### src/rcc_pkg.sv
// Shared types, constants and a saturating adder of the capped cylinder intersector.
package rcc_pkg;

    localparam int FRAC_BITS = 16;
    localparam int WORD_BITS = 32;
    localparam int WS        = 64 - FRAC_BITS;
    localparam int MAGW      = 62 - FRAC_BITS;
    localparam int DISTW     = WORD_BITS - 1;
    localparam int EPSW      = 16;
    localparam int QDEPTH    = 2;
    localparam int QAW       = $clog2(QDEPTH);

    typedef logic signed [WS-1:0] t_w;

    localparam t_w WMAX  = {{(WS-MAGW){1'b0}}, {MAGW{1'b1}}};
    localparam t_w ONE_Q = {{(WS-FRAC_BITS-1){1'b0}}, 1'b1, {FRAC_BITS{1'b0}}};

    localparam logic [1:0] SURF_BOTTOM = 2'd0;
    localparam logic [1:0] SURF_TOP    = 2'd1;
    localparam logic [1:0] SURF_SIDE   = 2'd2;

    localparam logic            CFG_OPEN_ENDS = 1'b0;
    localparam logic            CFG_EPSILON   = 1'b1;
    localparam logic [EPSW-1:0] EPS_RESET     = 16'd66;

    typedef struct packed {
        t_w              ox;
        t_w              oy;
        t_w              oz;
        t_w              dx;
        t_w              dy;
        t_w              dz;
        t_w              lim;
        t_w              factor;
        logic            unlimited;
        logic            cap_test;
        logic [EPSW-1:0] eps;
    } t_ray;

    function automatic t_w addw(input t_w a, input t_w b);
        logic signed [WS:0] s;
        logic signed [WS:0] mx;
        s  = {a[WS-1], a} + {b[WS-1], b};
        mx = {1'b0, WMAX};
        if (s > mx) begin
            return WMAX;
        end else if (s < -mx) begin
            return -WMAX;
        end
        return s[WS-1:0];
    endfunction

endpackage

### src/rcc_front.sv
// Front end: configuration registers, ray classification and the ray queue.
module rcc_front import rcc_pkg::*; (
    input  logic             i_clk,
    input  logic             i_rst_n,
    input  logic             i_valid,
    output logic             o_ready,
    input  logic [WORD_BITS-1:0] i_origin_x,
    input  logic [WORD_BITS-1:0] i_origin_y,
    input  logic [WORD_BITS-1:0] i_origin_z,
    input  logic [WORD_BITS-1:0] i_dir_x,
    input  logic [WORD_BITS-1:0] i_dir_y,
    input  logic [WORD_BITS-1:0] i_dir_z,
    input  logic [DISTW-1:0] i_ray_limit,
    input  logic [DISTW-1:0] i_scale_factor,
    input  logic             i_cfg_we,
    input  logic             i_cfg_index,
    input  logic [EPSW-1:0]  i_cfg_data,
    output logic             o_q_valid,
    output t_ray             o_q_head,
    input  logic             i_q_pop
);

    logic            r_open_ends;
    logic [EPSW-1:0] r_epsilon;
    t_ray            r_mem [QDEPTH];
    logic [QAW-1:0]  r_wp;
    logic [QAW-1:0]  r_rp;
    logic [QAW:0]    r_cnt;
    t_ray            ray_n;
    logic [WORD_BITS-1:0] mag_dy;
    logic [DISTW-1:0]     fac;
    logic                 push;

    always_comb begin
        ray_n.ox  = {{(WS-WORD_BITS){i_origin_x[WORD_BITS-1]}}, i_origin_x};
        ray_n.oy  = {{(WS-WORD_BITS){i_origin_y[WORD_BITS-1]}}, i_origin_y};
        ray_n.oz  = {{(WS-WORD_BITS){i_origin_z[WORD_BITS-1]}}, i_origin_z};
        ray_n.dx  = {{(WS-WORD_BITS){i_dir_x[WORD_BITS-1]}}, i_dir_x};
        ray_n.dy  = {{(WS-WORD_BITS){i_dir_y[WORD_BITS-1]}}, i_dir_y};
        ray_n.dz  = {{(WS-WORD_BITS){i_dir_z[WORD_BITS-1]}}, i_dir_z};
        mag_dy    = i_dir_y[WORD_BITS-1] ? (~i_dir_y + 1'b1) : i_dir_y;
        fac       = (i_scale_factor == '0) ? DISTW'(1) : i_scale_factor;
        ray_n.lim       = {{(WS-DISTW){1'b0}}, i_ray_limit};
        ray_n.factor    = {{(WS-DISTW){1'b0}}, fac};
        ray_n.unlimited = &i_ray_limit;
        ray_n.cap_test  = !(mag_dy < WORD_BITS'(r_epsilon)) && (i_dir_y != '0) && !r_open_ends;
        ray_n.eps       = r_epsilon;
    end

    assign o_ready   = (r_cnt != (QAW+1)'(QDEPTH));
    assign push      = i_valid && o_ready;
    assign o_q_valid = (r_cnt != '0);
    assign o_q_head  = r_mem[r_rp];

    always_ff @(posedge i_clk) begin
        if (!i_rst_n) begin
            r_open_ends <= 1'b0;
            r_epsilon   <= EPS_RESET;
            r_wp        <= '0;
            r_rp        <= '0;
            r_cnt       <= '0;
        end else begin
            if (i_cfg_we) begin
                case (i_cfg_index)
                    CFG_OPEN_ENDS: r_open_ends <= i_cfg_data[0];
                    CFG_EPSILON:   r_epsilon   <= i_cfg_data;
                    default:       r_epsilon   <= r_epsilon;
                endcase
            end
            if (push) begin
                r_mem[r_wp] <= ray_n;
                r_wp        <= r_wp + 1'b1;
            end
            if (i_q_pop) begin
                r_rp <= r_rp + 1'b1;
            end
            r_cnt <= r_cnt + (QAW+1)'(push) - (QAW+1)'(i_q_pop);
        end
    end

endmodule

### config.mk
export PLATFORM = sky130hd
export DESIGN_NAME = rcc_front
export DESIGN_NICKNAME = d
export VERILOG_FILES = /design/src/rcc_pkg.sv /design/src/rcc_front.sv
export SDC_FILE = /design/constraint.sdc
export NUM_CORES = 1
export LEC_CHECK = 0
export BUFFER_PORTS_ARGS = -buffer_cell sky130_fd_sc_hd__buf_2
export CAP_MARGIN = 5
export CORE_AREA = 2 2 264 266
export CTS_BUF_LIST = sky130_fd_sc_hd__clkbuf_8
export CTS_CLUSTER_SIZE = 8
export DETAILED_ROUTE_END_ITERATION = 10
export DIE_AREA = 0 0 266 268
export GPL_TIMING_DRIVEN = 0
export HOLD_SLACK_MARGIN = 0.15
export PLACE_DENSITY_LB_ADDON = 0.1
export SLEW_MARGIN = 40
export SYNTH_ARGS = -nofsm -noshare
export SYNTH_HDL_FRONTEND = slang
export SYNTH_SLANG_ARGS = --single-unit
export TNS_END_PERCENT = 5
### constraint.sdc
create_clock -name i_clk -period 67.6 [get_ports i_clk]
set_clock_uncertainty 0.05 [all_clocks]
set_input_delay 10.14 -clock i_clk [delete_from_list [all_inputs] [get_ports i_clk]]
set_output_delay 10.14 -clock i_clk [all_outputs]
set_load 0.05 [all_outputs]
==> impl_metrics.json <==
{
  "synth_edf_count": 544,
  "num_vias": 13750,
  "synthCells": 1302,
  "ant_nets": 0,
  "dr.pass1.iters": 5,
  "fill_cells": 6367,
  "cts_resized": 0,
  "synth-main-ff-cell": "edfxtp_1",
  "track_usage_pct": 16.82,
  "design_area_sq_um": 29610,
  "dp_slack_ns": 53.55,
  "post_dp_cell_area_sq_um": 27740,
  "crit_path_start_kind": "flip-flop",
  "max_freq_ghz": 0.07248,
  "port_buffers": 645,
  "drt_iter0_markers": 701,
  "initial_utilization_pct": 33.39,
  "wl_per_cell_um": 20.17,
  "fin_crit_ns": 13.80,
  "antenna_found_initial": 23,
  "cts_buffer_depth": 3,
  "dieArea_sq_um": 71290,
  "worst_pin_slew_ns": 0.7673,
  "clockRootBuffer": "clkbuf_8",
  "syn_avg_cell_area_sq_um": 17.50,
  "clk_pin_slew_ns": 0.06,
  "htree_levels": 3,
  "slew_headroom_pct": 48.38,
  "worstHoldStart": "r_epsilon[6]",
  "ir_worst_vdd_v": 0.00002265,
  "worstSetupPathType": "reg -> out",
  "ios": 680,
  "dp_hpwl_mm": 47.57,
  "ys_seq_elements": 566,
  "hold_end": "r_mem[1][6]",
  "grt_max_degree": 38,
  "gp_congestion": 0.8018,
  "setup_ws_ns": 53.80,
  "worstPathArrival_ns": 3.61,
  "row_count": 96,
  "p_leak_nw": 11.50,
  "grt-ovfl-total": 0,
  "cts_made_buffers": 99,
  "netlist_area_sq_um": 22780,
  "setup_viol": 0,
  "cpMostUsedCell": "clkbuf_1",
  "fin_nets": 2432,
  "min_path_type": "reg -> reg",
  "cts_tree": "built",
  "reg2reg_depth": 13,
  "syn2layout_area_growth_pct": 29.97,
  "post-route-period-util_pct": 20.41,
  "p_per_area_nw_per_um2": 32.34,
  "status": "finished, final reports clean",
  "wirelength_mm": 62.75,
  "post_cts_buffers": 0,
  "timing.rr.start": "r_cnt[0]",
  "required_ns": 57.41,
  "hold_depth": 0,
  "core_sq_um": 68230,
  "async_flop_share_pct": 0,
  "rsz0062_at_grt": "no",
  "synth.distinct_cells": 52,
  "drive_above_1_share_pct": 55.73,
  "insertion_delay_ns": 0.67,
  "grt_pass1_wl_mm": 88.38,
  "drv_slew": 0,
  "drc": 0,
  "yosys_warnings": 0,
  "setup-tns-final_ns": 0,
  "slowest_delay_ns": 0.58,
  "grt_pass1_vias": 13960,
  "crit_path_cell_trace": "clkbuf_1, clkbuf_2, clkbuf_1, mux2_2, buf_4, buf_2",
  "seq_area_frac_synth_pct": 73.64,
  "hold_viol": 0,
  "endpoint_kind": "output pin",
  "critPathMaxFanout": 17,
  "rrSetupSlack_ns": 64.02,
  "cpMaxStageDelayCell": "clkbuf_1",
  "ctsHoldBuffers": 0,
  "die_y_um": 268,
  "rr_endpoint": "r_mem[0][203]",
  "avgViaCountPerCell": 4.419,
  "clock-sinks": 566,
  "die_width_um": 266,
  "cap_violations": 0,
  "worst_hold_slack_ns": 0.4092
}
==> cell usage after synthesis (all sizes together) (2+ instances only) <==
cell | instances | area [sq um]
edfxtp | 544 | 16340
mux2 | 272 | 3063
buf | 133 | 992.2
clkbuf | 70 | 262.8
nand2 | 44 | 165.2
dfxtp | 22 | 440.4
inv | 20 | 75.07
ha | 18 | 225.2
nor3 | 17 | 85.08
nor4 | 17 | 106.4
xnor2 | 17 | 148.9
a21boi | 14 | 105.1
nand4 | 12 | 75.07
o21ai | 9 | 45.04
and2 | 8 | 50.05
or4 | 8 | 67.56
nor2 | 7 | 26.28
a21oi | 6 | 30.03
o31ai | 6 | 45.04
nand2b | 5 | 31.28
mux2i | 4 | 40.04
nand3 | 4 | 20.02
nor2b | 4 | 25.02
o211ai | 4 | 30.03
or2 | 4 | 25.02
a211oi | 3 | 22.52
a21o | 3 | 22.52
or3 | 3 | 18.77
a2111oi | 2 | 17.52
a211o | 2 | 17.52
and4 | 2 | 17.52
o41ai | 2 | 17.52
==> logic make-up after synthesis <==
| family | after synthesis | share of synthesized area, % |
|---|---|---|
| DFF | 566 | 73.64 |
| other | 1 | 0.01646 |
| xor gates and xnor gates | 18 | 0.6920 |
| AOI/OAI and AO/OA | 59 | 1.856 |
| muxes | 276 | 13.62 |
| and+or+nand+nor | 141 | 3.345 |
| adders and majority gates | 18 | 0.9886 |
| buffers and inverters | 223 | 5.838 |
==> stage by stage <==
stage                     util, %  cells  power (mW)
after floorplan                 -   1335      0.6244
after global placement      39.92   2862      0.6985
after detailed placement    40.67   2919      0.6762
after CTS                   43.36   3100      0.9737
after global routing        43.38   3106      0.9985
final                       43.40   3111      0.9576
==> worst max-delay path: cells and delay by family, from the launching register on <==
kind                   cells  cell delay, ns
muxes                      1            0.54
buffers and inverters      5            2.00
DFF                        1            0.38
==> flip-flops by register name, summed over array words and instances (netlist names), named ones only <==
signal and flops:
r_open_ends 1, r_wp 1, r_mem 544, r_cnt 2, r_epsilon 16, r_rp 1
==> layer usage <==
| layer | GRT usage (%) | vias up | wire length [um] | share of wire (%) |
|---|---|---|---|---|
| met4 | 5.937 | 22 | 1246 | 2.0 |
| met5 | 0 | - | 148 | 0.24 |
| met3 | 6.533 | 108 | 5234 | 8.3 |
| met2 | 30.15 | 433 | 32950 | 53 |
| met1 | 18.02 | 6678 | 23170 | 37 |
| li1 | - | 6505 | - | - |
==> cells in the final DEF (no fill, tap or decap), drive strengths merged, types with 17 or more instances in the layout <==
| cell | count |
|---|---|
| inv | 56 |
| dfxtp | 22 |
| buf | 835 |
| clkinv | 40 |
| ha | 18 |
| edfxtp | 544 |
| nor4 | 17 |
| xnor2 | 17 |
| nand2 | 44 |
| conb | 34 |
| nor3 | 17 |
| mux2 | 272 |
| clkbuf | 170 |
==> worst max path at each step <==
stage,startpoint,to,slack [ns],depth (start not counted)
finish,flip-flop,o_q_head[299],53.80,6
global route,flip-flop,o_q_head[343],53.50,6
CTS,flip-flop,o_q_head[343],53.59,6
detailed placement,i_dir_y[31],r_mem[0][16],53.55,13
global placement,i_valid,r_mem[0][199],21.82,3
floorplan,i_valid,r_mem[0][0],36.31,2
==> final cells by class <==
cell class | count | area (sq um) | area share, %
Tap cell | 882 | 1104 | 3.727
Buffer | 203 | 1257 | 4.247
Antenna cell | 11 | 27.53 | 0.09297
Sequential cell | 566 | 16780 | 56.66
Clock inverter | 81 | 459.2 | 1.551
Timing Repair Buffer | 702 | 3726 | 12.59
Multi-Input combinational cell | 546 | 4806 | 16.23
Inverter | 20 | 75.07 | 0.2536
Clock buffer | 100 | 1376 | 4.649
==> power by group <==
group          total [mW]  internal [mW]  switching [mW]
logic               0.241         0.0672           0.174
registers           0.424          0.418         0.00603
clock network       0.292          0.150           0.142
Note: power is estimated with default switching activity, not from simulation.
